<file path="src/hw/rtl/scl_pkg.sv">
// shared types and constants for the sensor command line parser
package scl_pkg;

	localparam int unsigned PFX_COUNT = 7;
	localparam int unsigned PFX_CHARS = 8;
	localparam logic [2:0]  NUM_START = 3'd7;
	localparam logic [6:0]  PFX_ALL   = 7'h7F;
	localparam logic [7:0]  CH_NL     = 8'd10;
	localparam logic [7:0]  CH_NUL    = 8'd0;
	localparam logic [7:0]  CH_SPACE  = 8'd32;
	localparam logic [7:0]  CH_TAB    = 8'd9;
	localparam logic [7:0]  CH_CR     = 8'd13;
	localparam logic [7:0]  CH_PLUS   = "+";
	localparam logic [7:0]  CH_MINUS  = "-";
	localparam logic [7:0]  CH_ZERO   = "0";
	localparam logic [7:0]  CH_NINE   = "9";

	localparam logic [31:0] MAG_LIMIT = 32'h8000_0000;
	localparam logic [31:0] POS_MAX   = 32'h7FFF_FFFF;

	// configuration register indexes
	localparam logic REG_INITIAL_CELSIUS = 1'b0;
	localparam logic REG_INITIAL_PERIOD  = 1'b1;

	typedef enum logic [2:0] {
		CMD_NONE    = 3'd0,
		CMD_SCALE_F = 3'd1,
		CMD_SCALE_C = 3'd2,
		CMD_STOP    = 3'd3,
		CMD_START   = 3'd4,
		CMD_OFF     = 3'd5,
		CMD_PERIOD  = 3'd6,
		CMD_LOG     = 3'd7
	} cmd_t;

	typedef enum logic [2:0] {
		PH_BLANK  = 3'b001,
		PH_DIGITS = 3'b010,
		PH_DONE   = 3'b100
	} num_phase_t;

	typedef struct packed {
		num_phase_t  phase;
		logic        negative;
		logic [31:0] value;
	} num_state_t;

	localparam logic [7:0] PFX_TEXT [PFX_COUNT][PFX_CHARS] = '{
		'{"S", "C", "A", "L", "E", "=", "F", 8'h00},
		'{"S", "C", "A", "L", "E", "=", "C", 8'h00},
		'{"S", "T", "O", "P", 8'h00, 8'h00, 8'h00, 8'h00},
		'{"S", "T", "A", "R", "T", 8'h00, 8'h00, 8'h00},
		'{"O", "F", "F", 8'h00, 8'h00, 8'h00, 8'h00, 8'h00},
		'{"P", "E", "R", "I", "O", "D", "=", 8'h00},
		'{"L", "O", "G", 8'h00, 8'h00, 8'h00, 8'h00, 8'h00}
	};

	localparam logic [2:0] PFX_LEN [PFX_COUNT] = '{
		3'd7, 3'd7, 3'd4, 3'd5, 3'd3, 3'd7, 3'd3
	};

	localparam cmd_t PFX_CMD [PFX_COUNT] = '{
		CMD_SCALE_F, CMD_SCALE_C, CMD_STOP, CMD_START, CMD_OFF, CMD_PERIOD, CMD_LOG
	};

endpackage

</file>
<file path="src/hw/rtl/scl_prefix_match.sv">
// prefix match mask update and command pick at end of line
module scl_prefix_match (
	input  logic [7:0]  rx_char,
	input  logic [2:0]  pos,
	input  logic        pos_big,
	input  logic [6:0]  mask,
	output logic [6:0]  mask_next,
	output scl_pkg::cmd_t cmd
);

	always_comb begin
		mask_next = mask;
		for (int i = 0; i < scl_pkg::PFX_COUNT; i++) begin
			if (!pos_big && pos < scl_pkg::PFX_LEN[i]
					&& rx_char != scl_pkg::PFX_TEXT[i][pos])
				mask_next[i] = 1'b0;
		end
	end

	// first prefix in list order wins
	always_comb begin
		cmd = scl_pkg::CMD_NONE;
		for (int i = scl_pkg::PFX_COUNT - 1; i >= 0; i--) begin
			if (mask[i] && (pos_big || pos >= scl_pkg::PFX_LEN[i]))
				cmd = scl_pkg::PFX_CMD[i];
		end
	end

endmodule

</file>
<file path="src/hw/rtl/scl_number.sv">
// atoi-style decimal scanner step and saturated result
module scl_number (
	input  logic [7:0]          rx_char,
	input  scl_pkg::num_state_t cur,
	output scl_pkg::num_state_t nxt,
	output logic [31:0]         result
);

	logic        is_blank;
	logic        is_digit;
	logic        is_sign;
	logic [35:0] acc;
	logic [31:0] acc_sat;

	assign is_blank = (rx_char == scl_pkg::CH_SPACE)
		|| (rx_char >= scl_pkg::CH_TAB && rx_char <= scl_pkg::CH_CR);
	assign is_digit = (rx_char >= scl_pkg::CH_ZERO) && (rx_char <= scl_pkg::CH_NINE);
	assign is_sign  = (rx_char == scl_pkg::CH_PLUS) || (rx_char == scl_pkg::CH_MINUS);

	// value * 10 + digit, clamped to the magnitude of the most negative value
	assign acc = ({4'b0, cur.value} << 3) + ({4'b0, cur.value} << 1)
		+ {32'b0, rx_char[3:0]};
	assign acc_sat = (acc > {4'b0, scl_pkg::MAG_LIMIT}) ? scl_pkg::MAG_LIMIT : acc[31:0];

	always_comb begin
		nxt = cur;
		case (cur.phase)
			scl_pkg::PH_BLANK: begin
				if (is_blank) begin
					nxt.phase = scl_pkg::PH_BLANK;
				end else if (is_sign) begin
					nxt.phase    = scl_pkg::PH_DIGITS;
					nxt.negative = (rx_char == scl_pkg::CH_MINUS);
				end else if (is_digit) begin
					nxt.phase = scl_pkg::PH_DIGITS;
					nxt.value = acc_sat;
				end else begin
					nxt.phase = scl_pkg::PH_DONE;
				end
			end
			scl_pkg::PH_DIGITS: begin
				if (is_digit)
					nxt.value = acc_sat;
				else
					nxt.phase = scl_pkg::PH_DONE;
			end
			scl_pkg::PH_DONE: begin
				nxt.phase = scl_pkg::PH_DONE;
			end
			default: begin
				nxt.phase = scl_pkg::PH_DONE;
			end
		endcase
	end

	always_comb begin
		if (cur.negative)
			result = 32'd0 - cur.value;
		else if (cur.value[31])
			result = scl_pkg::POS_MAX;
		else
			result = cur.value;
	end

endmodule

</file>
<file path="src/hw/rtl/sensor_command_line_parser_top.sv">
// sensor command line parser top level: input stage, line state and result register
// an accepted byte goes through the input stage, then the result register, which holds its result transaction
// throughput: one byte per cycle unless the receiver stalls; each byte needs one prefix compare
// and one multiply by ten in the single parse stage between the input register and the result register
// reset: scale Fahrenheit, not stopped, period 1, line state cleared, both pipes empty
// a configuration write loads the live scale or period directly
module sensor_command_line_parser_top #(
	parameter int unsigned LINE_MAX = 256
) (
	input  logic               clk,
	input  logic               arst_n,
	// command byte channel
	input  logic               in_valid,
	output logic               in_stall,
	input  logic [7:0]         rx_byte,
	// result channel
	output logic               out_valid,
	input  logic               out_stall,
	output logic               line_done,
	output logic [2:0]         command,
	output logic               scale_celsius,
	output logic               stopped,
	output logic signed [31:0] report_period,
	output logic               shutdown,
	// configuration write port
	input  logic               wr_en,
	input  logic               wr_index,
	input  logic [31:0]        wr_data
);

	localparam int unsigned CNT_W = $clog2(LINE_MAX + 1);

	// input stage
	logic       valid_s1;
	logic [7:0] byte_s1;

	// line state
	logic [CNT_W-1:0]    char_count_q;
	logic [6:0]          match_mask_q;
	logic                text_ended_q;
	scl_pkg::num_state_t num_q;

	// live settings
	logic        scale_q;
	logic        stop_q;
	logic [31:0] period_q;

	// result register
	logic          out_valid_q;
	logic          line_done_q;
	scl_pkg::cmd_t command_q;
	logic          shutdown_q;

	logic                advance;
	logic                fire;
	logic                is_nl;
	logic                take_char;
	logic                pos_big;
	logic                in_number;
	logic [6:0]          mask_next;
	scl_pkg::cmd_t       line_cmd;
	scl_pkg::num_state_t num_next;
	logic [31:0]         num_result;

	// result register frees up when empty or being taken this cycle
	assign advance  = !out_valid_q || !out_stall;
	assign fire     = valid_s1 && advance;
	assign in_stall = valid_s1 && !advance;

	assign is_nl     = (byte_s1 == scl_pkg::CH_NL);
	// bytes past the line limit or after a zero byte are dropped until newline
	assign take_char = !is_nl && !text_ended_q && (char_count_q < CNT_W'(LINE_MAX));
	assign pos_big   = |char_count_q[CNT_W-1:3];
	assign in_number = pos_big || (char_count_q[2:0] == scl_pkg::NUM_START);

	scl_prefix_match u_match (
		.rx_char   (byte_s1),
		.pos       (char_count_q[2:0]),
		.pos_big   (pos_big),
		.mask      (match_mask_q),
		.mask_next (mask_next),
		.cmd       (line_cmd)
	);

	scl_number u_number (
		.rx_char (byte_s1),
		.cur     (num_q),
		.nxt     (num_next),
		.result  (num_result)
	);

	// input register
	always_ff @(posedge clk or negedge arst_n) begin
		if (!arst_n) begin
			valid_s1 <= 1'b0;
		end else if (!valid_s1 || advance) begin
			valid_s1 <= in_valid;
		end
	end

	always_ff @(posedge clk) begin
		if (in_valid && !in_stall)
			byte_s1 <= rx_byte;
	end

	// line state and settings, updated as each byte goes into the result register; settings also on a configuration write
	always_ff @(posedge clk or negedge arst_n) begin
		if (!arst_n) begin
			char_count_q <= '0;
			match_mask_q <= scl_pkg::PFX_ALL;
			text_ended_q <= 1'b0;
			num_q        <= '{phase: scl_pkg::PH_BLANK, negative: 1'b0, value: 32'd0};
			scale_q      <= 1'b0;
			stop_q       <= 1'b0;
			period_q     <= 32'd1;
		end else begin
			if (fire && is_nl) begin
				case (line_cmd)
					scl_pkg::CMD_SCALE_F: scale_q  <= 1'b0;
					scl_pkg::CMD_SCALE_C: scale_q  <= 1'b1;
					scl_pkg::CMD_STOP:    stop_q   <= 1'b1;
					scl_pkg::CMD_START:   stop_q   <= 1'b0;
					scl_pkg::CMD_PERIOD:  period_q <= num_result;
					default: ;
				endcase
				char_count_q <= '0;
				match_mask_q <= scl_pkg::PFX_ALL;
				text_ended_q <= 1'b0;
				num_q        <= '{phase: scl_pkg::PH_BLANK, negative: 1'b0, value: 32'd0};
			end else if (fire && take_char) begin
				if (byte_s1 == scl_pkg::CH_NUL) begin
					text_ended_q <= 1'b1;
				end else begin
					match_mask_q <= mask_next;
					if (in_number)
						num_q <= num_next;
					char_count_q <= char_count_q + 1'b1;
				end
			end
			// configuration is to be written by the user only while idle; the block itself does not enforce it
			if (wr_en) begin
				case (wr_index)
					scl_pkg::REG_INITIAL_CELSIUS: scale_q  <= wr_data[0];
					scl_pkg::REG_INITIAL_PERIOD:  period_q <= wr_data;
					default: ;
				endcase
			end
		end
	end

	// result register
	always_ff @(posedge clk or negedge arst_n) begin
		if (!arst_n) begin
			out_valid_q <= 1'b0;
		end else if (advance) begin
			out_valid_q <= valid_s1;
		end
	end

	always_ff @(posedge clk) begin
		if (fire) begin
			line_done_q <= is_nl;
			command_q   <= is_nl ? line_cmd : scl_pkg::CMD_NONE;
			shutdown_q  <= is_nl && (line_cmd == scl_pkg::CMD_OFF);
		end
	end

	assign out_valid     = out_valid_q;
	assign line_done     = line_done_q;
	assign command       = command_q;
	assign shutdown      = shutdown_q;
	// live settings stay in step with the held result: the input stage stalls with it
	assign scale_celsius = scale_q;
	assign stopped       = stop_q;
	assign report_period = period_q;

	// checks

	// shutdown only on a completed off line
	a_shutdown_off: assert property (@(posedge clk) disable iff (!arst_n)
		out_valid_q && shutdown_q |-> line_done_q && command_q == scl_pkg::CMD_OFF)
		else $error("shutdown without off line");

	// a command is only reported with the newline
	a_cmd_on_nl: assert property (@(posedge clk) disable iff (!arst_n)
		out_valid_q && command_q != scl_pkg::CMD_NONE |-> line_done_q)
		else $error("command on a byte that is not newline");

	// newline clears the line state
	a_line_clear: assert property (@(posedge clk) disable iff (!arst_n)
		fire && is_nl && !wr_en |=> char_count_q == '0 && match_mask_q == scl_pkg::PFX_ALL
			&& !text_ended_q)
		else $error("line state not cleared after newline");

	// character count never passes the line limit
	a_count_limit: assert property (@(posedge clk) disable iff (!arst_n)
		char_count_q <= CNT_W'(LINE_MAX))
		else $error("character count beyond line limit");

endmodule

</file>
<file path="config.mk">
export PLATFORM = sky130hd
export DESIGN_NAME = sensor_command_line_parser_top
export DESIGN_NICKNAME = d
export VERILOG_FILES = /design/src/hw/rtl/scl_pkg.sv /design/src/hw/rtl/scl_prefix_match.sv /design/src/hw/rtl/scl_number.sv /design/src/hw/rtl/sensor_command_line_parser_top.sv
export SDC_FILE = /design/constraint.sdc
export NUM_CORES = 1
export LEC_CHECK = 0
export ABC_AREA = 1
export BUFFER_PORTS_ARGS = -buffer_cell sky130_fd_sc_hd__buf_4
export CORE_MARGIN = 4
export CORE_UTILIZATION = 35
export DETAILED_ROUTE_END_ITERATION = 6
export PLACE_DENSITY = 0.61
export SLEW_MARGIN = 20
export SYNTH_ARGS = -nofsm -noshare
export SYNTH_HDL_FRONTEND = slang
export SYNTH_SLANG_ARGS = --single-unit
</file>
<file path="constraint.sdc">
create_clock -name clk -period 3.5 [get_ports clk]
set_clock_uncertainty 0.1 [all_clocks]
set_input_delay 1.05 -clock clk [delete_from_list [all_inputs] [get_ports clk]]
set_output_delay 1.05 -clock clk [all_outputs]
set_load 0.05 [all_outputs]
</file>
==> results of run 1 <==
[power by group]
group | switching (uW) | total (uW) | internal, uW | leakage (uW)
Combinational | 875 | 1310 | 438 | 0.00466
Sequential | 113 | 1440 | 1320 | 0.00119
Clock | 491 | 1060 | 571 | 0.000153
Total | 1480 | 3810 | 2330 | 0.00600
[routing by layer]
metal  track usage [%]  up-vias  wire length [um]  share of wire, %
met5                 0        -                 0                 0
met4              4.42        0               697               2.3
met3              2.42       50              1480               4.9
met2              32.9      285             14400                48
met1              26.6     4642             13600                45
li1                  -     5137                 -                 -
[cell families (layout without fill, tap and decap cells)]
kind of cell	after synthesis	in the layout
DFF	102	102
and+or+nand+nor	869	869
buffers and inverters	255	345
xor gates and xnor gates	23	23
adders and majority gates	78	78
AOI/OAI and AO/OA	209	209
[worst max-delay path, delay by kind of cell, from the launching register on]
family	cells	cell delay [ns]
AND/OR/NAND/NOR	14	1.69
flip-flops	1	0.48
adder cells (fa/ha/maj)	2	0.64
buffers and inverters	2	0.32
[area by class of cell]
type / instances / area (um^2)
fillers: 2926 / 15900
multi-input cells: 1179 / 6100
clock buffers: 9 / 225
clock inverters: 7 / 85.1
well taps: 372 / 465
inverters: 212 / 796
flip-flops and latches: 102 / 2630
repair buffers: 117 / 933
[per-stage QoR]
step	util, %	power, uW	cell area [um^2]	cells
final	41.3	3810	11200	1998
after global routing	41.3	4050	11200	1998
after CTS	41.2	3830	11200	1997
after detailed placement	40.0	2770	10900	1981
after global placement	40.0	2760	10900	1981
after floorplan	-	2400	9760	1536
[sequential cells by signal (all words and copies together) (netlist names)]
| name | flops |
|---|---|
| byte_s1 | 8 |
| text_ended_q | 1 |
| out_valid | 1 |
| shutdown | 1 |
| char_count_q | 9 |
| num_q | 36 |
| scale_celsius | 1 |
| line_done | 1 |
| match_mask_q | 7 |
| stopped | 1 |
| valid_s1 | 1 |
| report_period | 32 |
| command | 3 |
[cell usage in the layout, fill, tap and decap left out, types with 3 or more instances in the layout]
| master | n |
|---|---|
| sky130_fd_sc_hd__a21oi_1 | 51 |
| sky130_fd_sc_hd__nor2_2 | 8 |
| sky130_fd_sc_hd__o21bai_1 | 3 |
| sky130_fd_sc_hd__or2_2 | 6 |
| sky130_fd_sc_hd__xor2_1 | 20 |
| sky130_fd_sc_hd__nand4_1 | 16 |
| sky130_fd_sc_hd__dfrtp_1 | 76 |
| sky130_fd_sc_hd__nand3b_1 | 8 |
| sky130_fd_sc_hd__buf_12 | 3 |
| sky130_fd_sc_hd__nand2_2 | 15 |
| sky130_fd_sc_hd__a21oi_2 | 3 |
| sky130_fd_sc_hd__nor4_1 | 8 |
| sky130_fd_sc_hd__edfxtp_1 | 13 |
| sky130_fd_sc_hd__nand3_1 | 162 |
| sky130_fd_sc_hd__nand2_1 | 450 |
| sky130_fd_sc_hd__inv_1 | 195 |
| sky130_fd_sc_hd__a21o_1 | 4 |
| sky130_fd_sc_hd__buf_4 | 113 |
| sky130_fd_sc_hd__nor3_1 | 13 |
| sky130_fd_sc_hd__o22ai_1 | 3 |
| sky130_fd_sc_hd__a31oi_1 | 4 |
| sky130_fd_sc_hd__dfrtp_2 | 4 |
| sky130_fd_sc_hd__o31ai_1 | 3 |
| sky130_fd_sc_hd__xnor2_1 | 3 |
| sky130_fd_sc_hd__clkbuf_16 | 10 |
| sky130_fd_sc_hd__inv_6 | 3 |
| sky130_fd_sc_hd__dfstp_2 | 9 |
| sky130_fd_sc_hd__o21a_1 | 5 |
| sky130_fd_sc_hd__o21ai_0 | 88 |
| sky130_fd_sc_hd__nor2_1 | 167 |
| sky130_fd_sc_hd__and2_1 | 4 |
| sky130_fd_sc_hd__inv_2 | 17 |
| sky130_fd_sc_hd__nor2_4 | 5 |
| sky130_fd_sc_hd__o21ai_1 | 34 |
| sky130_fd_sc_hd__ha_1 | 74 |
[how the worst max path moves through the flow]
stage                                  endpoint  slack [ns]  depth (start not counted)
after global placement    num_q[19]$_DFFE_PN0P_        0.24                         19
after global routing      num_q[18]$_DFFE_PN0P_       0.001                         21
after floorplan                        in_stall        0.54                          2
after CTS                 num_q[27]$_DFFE_PN0P_        0.13                         19
final                      num_q[6]$_DFFE_PN0P_        0.21                         18
after detailed placement  num_q[27]$_DFFE_PN0P_        0.15                         19
==> reports/summary.log, run 1 <==
[status] outcome completed
[clock_tree] clock tree from TritonCTS done
[synth] register bit count reported by yosys 102
[critical_path] crit path capture type flop
[worst_hold_path] Hold Crit Depth 2
[final_layout] layout cells sized above 1 13.0%
[synth] sequential fraction of the synthesis area 26.9%
[sta] period utilization 94.0%
[place] RD Place Congestion 0.950
[drt] DR WL/cell 15.1 um
[sta] RSZ-0062 raised after global routing no
[clock_tree] CTS-repair resized insts 0
[sta] Fmax achieved 0.304 GHz
[floorplan] Die Span X 175 um
[synth] distinct cell type count of the synthesized netlist 48
[drt] detailed-route vias per instance 5.06
[power_and_ir_drop] total power divided by cell area 339 nW/um^2
[synth] Compound-Gate Fraction of Synth Area 11.7%
[clock_tree] maximum level of the CTS H-tree 3
[global_route] vias in the first global route 9,514
[sta] max-slew violations 0
[synth] most common library cells after synthesis sky130_fd_sc_hd__nand2_1 (453), sky130_fd_sc_hd__inv_1 (197), sky130_fd_sc_hd__nor2_1 (169), sky130_fd_sc_hd__nand3_1 (162), sky130_fd_sc_hd__o21ai_0 (88)
[synth] number of flops mapped to enable cells by yosys 13
[synth] cell type with the largest total area after synthesis sky130_fd_sc_hd__dfrtp_1
[critical_path] start point of the critical path num_q[7]$_DFFE_PN0P_
[clock_tree] total number of clock tree sinks 102
[synth] cell with the most instances after synthesis sky130_fd_sc_hd__nand2_1
[synth] async set-or-reset flop fraction in the synthesized netlist 87.3%
[critical_path] classification of the worst setup path flop to flop
[sta] hold violation total from the final report 0
[critical_path] delay of the slowest cell on the worst path 0.48 ns
[synth] share of cell area taken by muxes after synthesis 0%
[worst_hold_path] origin of the worst min-delay path match_mask_q[2]$_DFFE_PN1P_
[synth] xor/xnor share of the synthesized area 2.06%
[synth] dominant combinational cell family by area after synthesis simple AND/OR/NAND/NOR gates
[critical_path] end of the worst register-to-register path num_q[6]$_DFFE_PN0P_
[drt] routed vias 10,100
[floorplan] area of the die 30,600 um^2
[sta] Final Hold Slack 0.361 ns
[synth] number of nets produced by synthesis 1,660
[critical_path] signal arrival time at the worst endpoint 3.47 ns
[global_route] antenna violations before repair 0
[sta] shortest period the worst path allows 3.29 ns
[power_and_ir_drop] peak supply drop 435 uV
[clock_tree] CTS hold repair buffers 0
[critical_path] reg2reg path depth 18
[critical_path] Critical Path Fanout Max 15
[critical_path] cells along the critical path ha_1 > ha_1 > buf_4 > nand2_1 > nor2_1 > nand3_1 > nand3_1 > nand2_1 > nand3_1 > nand2_1 > nor2_1 > nand2_1 > nor2_1 > nand3_1 > nand2_2 > clkbuf_16 > nand3_1 > nand2_1
[synth] Adder-Cell Fraction of Synth Area 10.1%
[clock_tree] maximum clock insertion buffer count 2
[sta] slew at the pin closest to its max-slew limit 0.614 ns
[floorplan] Ports 87
[critical_path] startpoint kind of the worst setup timing path flop
[critical_path] required time of the critical path 3.68 ns
[drt] Routed Antenna Nets 0
[place] count of input and output buffers 86
[final_layout] Nets 1,745
[sta] total negative setup slack 0 ns
[worst_hold_path] Tightest Hold Check Type flop to flop
[synth] post-synthesis area per instance 6.36 um^2
[floorplan] placeable core area 27,200 um^2
[synth] top-area cell type share of the netlist area 20.5%
[drt] total wire length 30,200 um
[worst_hold_path] Worst Hold End match_mask_q[2]$_DFFE_PN1P_
[job] total of max-cap violations 0
[synth] simple-gate share of the synthesized area 38.3%
[sta] worst rel slew slack 59.1%
[global_route] maximum number of pins on one net before global-route repair 46
[global_route] first-pass GRT wire length 49,100 um
[clock_tree] # Post-CTS Setup Buffers 0
[synth] cells after synthesis 1,536
[clock_tree] root buffer cell sky130_fd_sc_hd__clkbuf_16
[clock_tree] insertion delay of the later-clocked pin in the worst-skew pair 0.35 ns
[place] estimated wirelength of the detail-placed design 24,200 um
[floorplan] number of rows created at floorplan 60
[power_and_ir_drop] P_leak 0.00600 uW
[global_route] residual overflow from global routing 0
[clock_tree] CTS clk-pin slew, worst paths 0.08 ns
[clock_tree] TritonCTS buffer count 9
[floorplan] height of the die 175 um
[drt] number of iterations in the first detailed-routing pass 5
[critical_path] cell with the largest stage delay on the worst path sky130_fd_sc_hd__dfrtp_1
[drt] initial detailed-routing violation count 780
[place] worst setup slack before clock tree synthesis 0.146 ns
[drt] # DRC 0
[global_route] Tot GR Track Use 19.4%
[sta] final worst slack 0.211 ns
[critical_path] start of the worst register-to-register path num_q[7]$_DFFE_PN0P_
[synth] synthesized cell area 9760 um^2
[critical_path] Reg2Reg Setup Slack 0.21 ns
[synth] flip-flop cell with the highest count after synthesis sky130_fd_sc_hd__dfrtp_1
[final_layout] Area growth, synth to finish 15.1%
[floorplan] initial core utilization 35.9%
[synth] top cells by area, synth sky130_fd_sc_hd__dfrtp_1 (21%), sky130_fd_sc_hd__nand2_1 (17%), sky130_fd_sc_hd__ha_1 (9.7%), sky130_fd_sc_hd__nand3_1 (8.3%), sky130_fd_sc_hd__inv_1 (7.6%)
[synth] Yosys Warn Count 0
[sta] final setup fails 0
[final_layout] number of antenna repair diodes 0
No activity file was read; power rests on OpenSTA's default activity.
==> run 2, diff against run 1 <==
Settings changed: HOLD_SLACK_MARGIN set to 0.12, PLACE_DENSITY 0.61 to 0.6, SYNTH_HIERARCHICAL set to 1.
==> run 2 against run 1 <==
Net effect: non-clock buffer count increased by 89; register-to-register slack lost 0.16 ns; sequential cell count is the same; final cell count grew 27%; die area rose by 18%; sequential power shrank 6%; fmax shrank 4.7%; total power is 17% lower; clock-buffer cell count is the same; area after synthesis rose by 19%; synthesized cell count rose by 27%.
==> reports/summary.log, run 2 <==
[status] outcome completed
[synth] distinct cell type count of the synthesized netlist 52
[critical_path] start of the worst register-to-register path num_q[0]$_DFFE_PN0P_
[synth] cell with the most instances after synthesis sky130_fd_sc_hd__nand2_1
[global_route] antenna violations before repair 0
[critical_path] Critical Path Fanout Max 7
[sta] final setup fails 0
[sta] max-slew violations 0
[clock_tree] clock tree from TritonCTS done
[drt] detailed-route vias per instance 5.07
[drt] initial detailed-routing violation count 905
[synth] top cells by area, synth sky130_fd_sc_hd__nand2_1 (23%), sky130_fd_sc_hd__dfrtp_1 (17%), sky130_fd_sc_hd__inv_1 (8.5%), sky130_fd_sc_hd__ha_1 (7.9%), sky130_fd_sc_hd__nand3_1 (7.7%)
[floorplan] Ports 87
[clock_tree] root buffer cell sky130_fd_sc_hd__clkbuf_16
[sta] Fmax achieved 0.290 GHz
[clock_tree] maximum clock insertion buffer count 2
[place] post-placement cell count 2,501
[global_route] Tot GR Track Use 20.0%
[critical_path] crit path capture type flop
[final_layout] Nets 2,206
[drt] # DRC 0
[sta] slew at the pin closest to its max-slew limit 1.00 ns
[place] estimated wirelength of the detail-placed design 27,400 um
[power_and_ir_drop] clock share of power 32.1%
[final_layout] number of fill cells in the layout 3,501
[synth] top-area cell type share of the netlist area 23.3%
[global_route] met1 track utilization from global routing 26.5%
[final_layout] leading cell type in the layout, fill and taps excluded sky130_fd_sc_hd__nand2_1
[sta] worst rel slew slack 33.1%
[clock_tree] maximum level of the CTS H-tree 3
[power_and_ir_drop] total net switching power 1140 uW
[synth] number of flops mapped to enable cells by yosys 13
[global_route] vias in the first global route 11,900
[sta] shortest period the worst path allows 3.45 ns
[clock_tree] TritonCTS buffer count 9
[final_layout] Area growth, synth to finish 23.0%
[clock_tree] insertion delay of the later-clocked pin in the worst-skew pair 0.37 ns
[drt] number of iterations in the first detailed-routing pass 5
[drt] Routed Antenna Nets 0
[power_and_ir_drop] cell-internal power 2030 uW
[drt] routed vias 12,800
[global_route] busiest grt layer met2
[power_and_ir_drop] portion of total power attributed to sequential cells 42.5%
[worst_hold_path] Hold Crit Depth 2
[synth] flip-flop cell with the highest count after synthesis sky130_fd_sc_hd__dfrtp_1
[synth] Yosys Warn Count 6
[critical_path] startpoint kind of the worst setup timing path flop
[critical_path] start point of the critical path num_q[0]$_DFFE_PN0P_
[floorplan] area of the die 36,000 um^2
[clock_tree] total number of clock tree sinks 102
[final_layout] leading cell types in the layout, fill and taps excluded sky130_fd_sc_hd__nand2_1 (676), sky130_fd_sc_hd__inv_1 (255), sky130_fd_sc_hd__buf_4 (189), sky130_fd_sc_hd__nand3_1 (155), sky130_fd_sc_hd__nor2_1 (122)
[synth] synthesized cell area 11,600 um^2
[clock_tree] CTS clk-pin slew, worst paths 0.08 ns
[power_and_ir_drop] peak supply drop 267 uV
[floorplan] placeable core area 32,500 um^2
[place] instance area at placement 13,200 um^2
[synth] number of nets produced by synthesis 2,066
[synth] cell type with the largest total area after synthesis sky130_fd_sc_hd__nand2_1
[final_layout] number of antenna repair diodes 0
[global_route] met3 routing resource usage after global routing 2.24%
[synth] cells after synthesis 1,945
[synth] async set-or-reset flop fraction in the synthesized netlist 87.3%
[critical_path] classification of the worst setup path flop to flop
[final_layout] max reg flops 36
[final_layout] Post-Layout Cell Count 2,532
[final_layout] register containing the most flip-flops in the final layout num_q
[critical_path] signal arrival time at the worst endpoint 3.66 ns
[final_layout] layout cells sized above 1 20.3%
[floorplan] number of rows created at floorplan 66
[floorplan] height of the die 190 um
[power_and_ir_drop] proportion of total power due to net switching 36.0%
[synth] sequential fraction of the synthesis area 22.7%
[drt] DR WL/cell 14.7 um
[floorplan] initial core utilization 35.6%
[global_route] maximum number of pins on one net before global-route repair 48
[floorplan] Die Span X 190 um
[job] total of max-cap violations 0
[global_route] global-route track usage on met2 34.2%
[place] count of input and output buffers 86
[sta] RSZ-0062 raised after global routing yes
[synth] register bit count reported by yosys 102
[synth] post-synthesis area per instance 5.95 um^2
[global_route] first-pass GRT wire length 59,700 um
[global_route] residual overflow from global routing 0
[clock_tree] CTS hold repair buffers 0
[sta] period utilization 98.6%
[power_and_ir_drop] total power divided by cell area 223 nW/um^2
[sta] hold violation total from the final report 0
[critical_path] reg2reg path depth 23
[power_and_ir_drop] P_leak 0.00779 uW
[final_layout] area of all placed cells without fillers 14,200 um^2
[worst_hold_path] origin of the worst min-delay path match_mask_q[2]$_DFFE_PN1P_
[place] RD Place Congestion 0.916
[drt] total wire length 37,100 um
[worst_hold_path] Tightest Hold Check Type flop to flop
[synth] most common library cells after synthesis sky130_fd_sc_hd__nand2_1 (717), sky130_fd_sc_hd__inv_1 (261), sky130_fd_sc_hd__nand3_1 (177), sky130_fd_sc_hd__nor2_1 (138), sky130_fd_sc_hd__o21ai_0 (98)
[critical_path] required time of the critical path 3.71 ns
[power_and_ir_drop] part of the total power dissipated in combinational logic 25.4%
run 2: cell count changes after synthesis, moves of 9 or more:
cell,delta
sky130_fd_sc_hd__o21ai_0,+10
sky130_fd_sc_hd__inv_1,+64
sky130_fd_sc_hd__nor2_1,-31
sky130_fd_sc_hd__nand2_1,+264
sky130_fd_sc_hd__nand4_1,+75
sky130_fd_sc_hd__a21oi_1,+11
sky130_fd_sc_hd__nand3_2,+9
sky130_fd_sc_hd__nand3_1,+15
sky130_fd_sc_hd__clkbuf_1,+15
sky130_fd_sc_hd__o21ai_1,-32
run 2: power by group through the flow:
stage / logic (uW) / clock network (uW) / registers, uW
CTS: 806 / 1040 / 1350
floorplan: 347 / 0 / 1560
global placement: 795 / 0 / 1370
finish: 804 / 1020 / 1350
global route: 890 / 1080 / 1360
detailed placement: 804 / 0 / 1370
run 2: critical path, stage by stage, from the launching register on:
cell and delay [ns]:
sky130_fd_sc_hd__dfrtp_1 0.35, sky130_fd_sc_hd__inv_1 0.07, sky130_fd_sc_hd__fa_2 0.61, sky130_fd_sc_hd__inv_2 0.05
sky130_fd_sc_hd__ha_4 0.26, sky130_fd_sc_hd__nand2_2 0.06, sky130_fd_sc_hd__a21oi_1 0.16, sky130_fd_sc_hd__buf_4 0.18
sky130_fd_sc_hd__xor2_2 0.09, sky130_fd_sc_hd__nor2_1 0.11, sky130_fd_sc_hd__nand2_1 0.08, sky130_fd_sc_hd__nor2_2 0.11
sky130_fd_sc_hd__nand3_1 0.09, sky130_fd_sc_hd__nor2_1 0.10, sky130_fd_sc_hd__nand2_1 0.09, sky130_fd_sc_hd__o21ai_4 0.19
sky130_fd_sc_hd__buf_6 0.14, sky130_fd_sc_hd__buf_12 0.12, sky130_fd_sc_hd__nand3_1 0.06, sky130_fd_sc_hd__nand2_1 0.06
sky130_fd_sc_hd__nand2_1 0.04, sky130_fd_sc_hd__nand2_1 0.07, sky130_fd_sc_hd__nand4_1 0.09, sky130_fd_sc_hd__nand2_1 0.11
run 2: metal layers:
layer | share of wire [%] | vias to the layer above
met3 | 3.5 | 47
met4 | 2.5 | 0
li1 | - | 6524
met5 | 0 | -
met1 | 45 | 5983
met2 | 49 | 271
run 2: logic make-up after synthesis:
logic type / count (synthesis) / share of synthesized area (%)
AO/OA/AOI/OAI: 184 / 8.46
XOR/XNOR: 15 / 1.14
adder cells (fa/ha/maj): 75 / 8.24
buffers and inverters: 348 / 12.8
flip-flops: 102 / 22.7
multiplexers: 1 / 0.0865
AND/OR/NAND/NOR: 1220 / 46.6
run 2: area by class of cell:
cell class	instances	area, um^2	area share, %
clock buffer	9	225	1.58
clock inverter	7	58.8	0.413
inverter	271	1020	7.19
multi-input combinational	1495	8030	56.4
sequential	102	2640	18.5
tap	442	553	3.89
timing repair buffer	206	1710	12.0
run 2: path summary, 6_finish.rpt:
path / to / slack, ns
min: match_mask_q[2]$_DFFE_PN1P_ / 0.37
max: num_q[0]$_DFFE_PN0P_ / 0.05
max reg2reg: num_q[0]$_DFFE_PN0P_ / 0.05
min in group asynchronous: out_valid$_DFFE_PN0P_ / 0.59
min reg2reg: match_mask_q[2]$_DFFE_PN1P_ / 0.37
max in group asynchronous: report_period[0]$_DFF_PN1_ / 1.96
run 2: per-stage QoR:
stage	hold slack, ns	TNS (ns)	util [%]	power [uW]	setup WS, ns
2_1_floorplan	0.342	0	-	1910	0.166
4_1_cts	0.370	0	42.0	3200	0.00549
6_report	0.367	0	43.7	3170	0.0500
5_1_grt	0.391	-4.24	43.7	3330	-0.182
3_5_place_dp	0.358	-2.35	40.6	2170	-0.127
3_3_place_gp	0.352	-0.745	40.6	2160	-0.0660
run 2: timing repair:
item,CTS,global route
gates cloned,2,0
pin swaps,5,37
gates resized for setup,19,134
endpoints found under the setup margin,32,35
setup buffers,4,10
==> run 3, diff against run 2 <==
Settings changed: GPL_TIMING_DRIVEN set to 0.
==> run 3 against run 2 <==
Net effect: the flow now finishes with violations (setup timing); worst hold slack worse by 0.00071 ns; clock-buffer cell count increased by 3; final cell count up 0.20%; via count about the same; die area unchanged; clock power barely moved; critical endpoint is now num_q[30]$_DFFE_PN0P_; highest routed layer unchanged.
==> reports/summary.log, run 3 (synthesized netlist as in run 2, its figures left out) <==
[status] outcome finished with violations
[status] violations in the final reports setup timing
[sta] RSZ-0062 raised after global routing yes
[global_route] residual overflow from global routing 0
[drt] Top Metal Used met4
[global_route] antenna violations before repair 0
[critical_path] signal arrival time at the worst endpoint 3.77 ns
[sta] final setup fails 26
[clock_tree] insertion delay of the later-clocked pin in the worst-skew pair 0.36 ns
[sta] total negative setup slack -0.700 ns
[critical_path] classification of the worst setup path flop to flop
[place] instance area at placement 12,800 um^2
[drt] Routed Antenna Nets 0
[critical_path] crit path capture type flop
[global_route] first-pass GRT wire length 60,500 um
[critical_path] required time of the critical path 3.69 ns
[global_route] maximum number of pins on one net before global-route repair 90
[floorplan] Ports 87
[worst_hold_path] Worst Hold End match_mask_q[2]$_DFFE_PN1P_
[floorplan] placeable core area 32,500 um^2
[critical_path] cell with the largest stage delay on the worst path sky130_fd_sc_hd__edfxtp_1
[clock_tree] maximum clock insertion buffer count 2
[critical_path] start of the worst register-to-register path byte_s1[3]$_DFFE_PP_
[floorplan] initial core utilization 35.6%
[final_layout] Nets 2,211
[drt] routed wire length on met2 17,600 um
[critical_path] Critical Path Fanout Max 6
[worst_hold_path] Tightest Hold Check Type flop to flop
[clock_tree] maximum level of the CTS H-tree 3
[drt] initial detailed-routing violation count 913
[power_and_ir_drop] peak supply drop 241 uV
[power_and_ir_drop] total power divided by cell area 223 nW/um^2
[sta] shortest period the worst path allows 3.58 ns
[global_route] Tot GR Track Use 20.4%
[critical_path] Top delay family on crit path simple AND/OR/NAND/NOR gates
[drt] # DRC 0
[drt] detailed-route vias per instance 5.06
[sta] hold violation total from the final report 0
[clock_tree] clock tree from TritonCTS done
[sta] Final Hold Slack 0.367 ns
[critical_path] reg2reg path depth 24
[place] RD Place Congestion 0.918
[critical_path] most used cell, CP sky130_fd_sc_hd__nand2_1
[drt] routed vias 12,800
[critical_path] cells along the critical path inv_2 > fa_2 > fa_2 > inv_4 > nand2_2 > nand2_2 > nand3_4 > nand2_4 > nand3_4 > nand3_4 > nand2_1 > nand2_2 > nand2_1 > nor2_1 > nand2_1 > o21ai_4 > buf_12 > buf_8 > nand3_2 > nand2_2 > nand2_1 > nand2_1 > nand4_1 > nand2_1
[clock_tree] TritonCTS buffer count 9
[critical_path] startpoint kind of the worst setup timing path flop
[sta] max-slew violations 0
[final_layout] area of all placed cells without fillers 14,100 um^2
[worst_hold_path] origin of the worst min-delay path match_mask_q[2]$_DFFE_PN1P_
[final_layout] max reg flops 36
[clock_tree] root buffer cell sky130_fd_sc_hd__clkbuf_16
[sta] worst rel slew slack 39.2%
[drt] number of iterations in the first detailed-routing pass 5
[critical_path] end of the worst register-to-register path num_q[30]$_DFFE_PN0P_
[final_layout] area of all sequential standard cells 2670 um^2
[floorplan] height of the die 190 um
[final_layout] leading cell types in the layout, fill and taps excluded sky130_fd_sc_hd__nand2_1 (674), sky130_fd_sc_hd__inv_1 (255), sky130_fd_sc_hd__nand3_1 (144), sky130_fd_sc_hd__buf_4 (137), sky130_fd_sc_hd__nor2_1 (122)
[sta] Fmax achieved 0.280 GHz
[power_and_ir_drop] P_leak 0.00765 uW
[final_layout] layout cells sized above 1 20.0%
[job] total of max-cap violations 0
[sta] period utilization 102%
[clock_tree] total number of clock tree sinks 102
[drt] total wire length 37,400 um
[final_layout] leading cell type in the layout, fill and taps excluded sky130_fd_sc_hd__nand2_1
[drt] DR WL/cell 14.8 um
[critical_path] Worst Path Buf+Inv 4
[final_layout] register containing the most flip-flops in the final layout num_q
[critical_path] Reg2Reg Setup Slack -0.08 ns
[floorplan] area of the die 36,000 um^2
[place] count of input and output buffers 86
[clock_tree] CTS clk-pin slew, worst paths 0.07 ns
[final_layout] number of fill cells in the layout 3,571
[worst_hold_path] Hold Crit Depth 2
[sta] final worst slack -0.0756 ns
[final_layout] Area growth, synth to finish 22.2%
[floorplan] Die Span X 190 um
[final_layout] number of antenna repair diodes 0
[final_layout] area of the multi-input gates 8060 um^2
[clock_tree] CTS hold repair buffers 0
[floorplan] number of rows created at floorplan 66
[critical_path] delay of the slowest cell on the worst path 0.46 ns
[drt] WL met3 1910 um
[sta] slew at the pin closest to its max-slew limit 0.906 ns
[drt] length of routed wiring on met1 17,300 um
[global_route] vias in the first global route 12,000
[place] estimated wirelength of the detail-placed design 29,300 um
## run 3: cell types whose count changed in the layout (fill, tap and decap cells not counted), moves of 4 or more
cell	change
sky130_fd_sc_hd__buf_2	+16
sky130_fd_sc_hd__clkbuf_1	+35
sky130_fd_sc_hd__nand3_2	+9
sky130_fd_sc_hd__buf_4	-52
sky130_fd_sc_hd__buf_1	+4
sky130_fd_sc_hd__dfrtp_2	+22
sky130_fd_sc_hd__dfrtp_1	-22
sky130_fd_sc_hd__ha_4	-4
sky130_fd_sc_hd__nand3_1	-11
sky130_fd_sc_hd__ha_1	+4
sky130_fd_sc_hd__buf_12	-7
sky130_fd_sc_hd__buf_6	+8
## run 3: cell type report
| type | count | share of cell area (%) |
|---|---|---|
| clock inverters | 4 | 0.336 |
| flip-flops and latches | 102 | 18.8 |
| multi-input cells | 1495 | 57.0 |
| repair buffers | 134 | 7.55 |
| inverters | 271 | 7.29 |
| plain buffers | 77 | 3.42 |
| clock buffers | 12 | 1.67 |
| well taps | 442 | 3.91 |
## run 3: worst max-delay path by stage
| stage | from | endpoint | slack, ns | cells after the start |
|---|---|---|---|---|
| after floorplan | byte_s1[3]$_DFFE_PP_ | num_q[5]$_DFFE_PN0P_ | 0.17 | 23 |
| after global placement | byte_s1[3]$_DFFE_PP_ | num_q[31]$_DFFE_PN0P_ | -0.62 | 20 |
| after detailed placement | byte_s1[3]$_DFFE_PP_ | num_q[31]$_DFFE_PN0P_ | -0.67 | 20 |
| after CTS | byte_s1[3]$_DFFE_PP_ | num_q[30]$_DFFE_PN0P_ | -0.03 | 24 |
| after global routing | num_q[6]$_DFFE_PN0P_ | num_q[28]$_DFFE_PN0P_ | -0.28 | 22 |
| final | byte_s1[3]$_DFFE_PP_ | num_q[30]$_DFFE_PN0P_ | -0.08 | 24 |
## run 3: power by group
part / switching [uW] / internal, uW / total (uW) / leakage, uW
registers: 63.8 / 1290 / 1350 / 0.00121
logic: 558 / 248 / 806 / 0.00631
clock network: 449 / 554 / 1000 / 0.000137
total: 1070 / 2090 / 3160 / 0.00765
## run 3: stage by stage
step                      utilization, %  setup WS (ns)  cells  power, uW
after floorplan                        -          0.166   1945       1910
after global placement              39.2         -0.621   2473       2160
after detailed placement            39.3         -0.667   2473       2170
after CTS                           41.5        -0.0339   2511       3190
after global routing                43.5         -0.281   2537       3330
final                               43.5        -0.0756   2537       3160
## run 3: worst reg2reg max path, cell delays in order, from the launching register on
cell and delay, ns:
sky130_fd_sc_hd__edfxtp_1 0.46, sky130_fd_sc_hd__inv_2 0.12, sky130_fd_sc_hd__fa_2 0.46, sky130_fd_sc_hd__fa_2 0.44
sky130_fd_sc_hd__inv_4 0.09, sky130_fd_sc_hd__nand2_2 0.05, sky130_fd_sc_hd__nand2_2 0.07, sky130_fd_sc_hd__nand3_4 0.08
sky130_fd_sc_hd__nand2_4 0.12, sky130_fd_sc_hd__nand3_4 0.09, sky130_fd_sc_hd__nand3_4 0.08, sky130_fd_sc_hd__nand2_1 0.06
sky130_fd_sc_hd__nand2_2 0.08, sky130_fd_sc_hd__nand2_1 0.05, sky130_fd_sc_hd__nor2_1 0.08, sky130_fd_sc_hd__nand2_1 0.11
sky130_fd_sc_hd__o21ai_4 0.21, sky130_fd_sc_hd__buf_12 0.15, sky130_fd_sc_hd__buf_8 0.13, sky130_fd_sc_hd__nand3_2 0.07
sky130_fd_sc_hd__nand2_2 0.07, sky130_fd_sc_hd__nand2_1 0.05, sky130_fd_sc_hd__nand2_1 0.08, sky130_fd_sc_hd__nand4_1 0.11
sky130_fd_sc_hd__nand2_1 0.08
## run 3: what timing repair did
action	CTS	global route
hold endpoints to repair	0	0
setup endpoints to repair	32	36
resized for setup	83	115
setup buffers	20	25
cloned	2	1
pin swaps	37	57
## run 3: routing by layer
metal | vias up | global-route usage [%]
li1 | 6527 | -
met1 | 5958 | 28.4
met2 | 305 | 34.0
met3 | 37 | 2.83
met4 | 0 | 4.03
met5 | - | 0
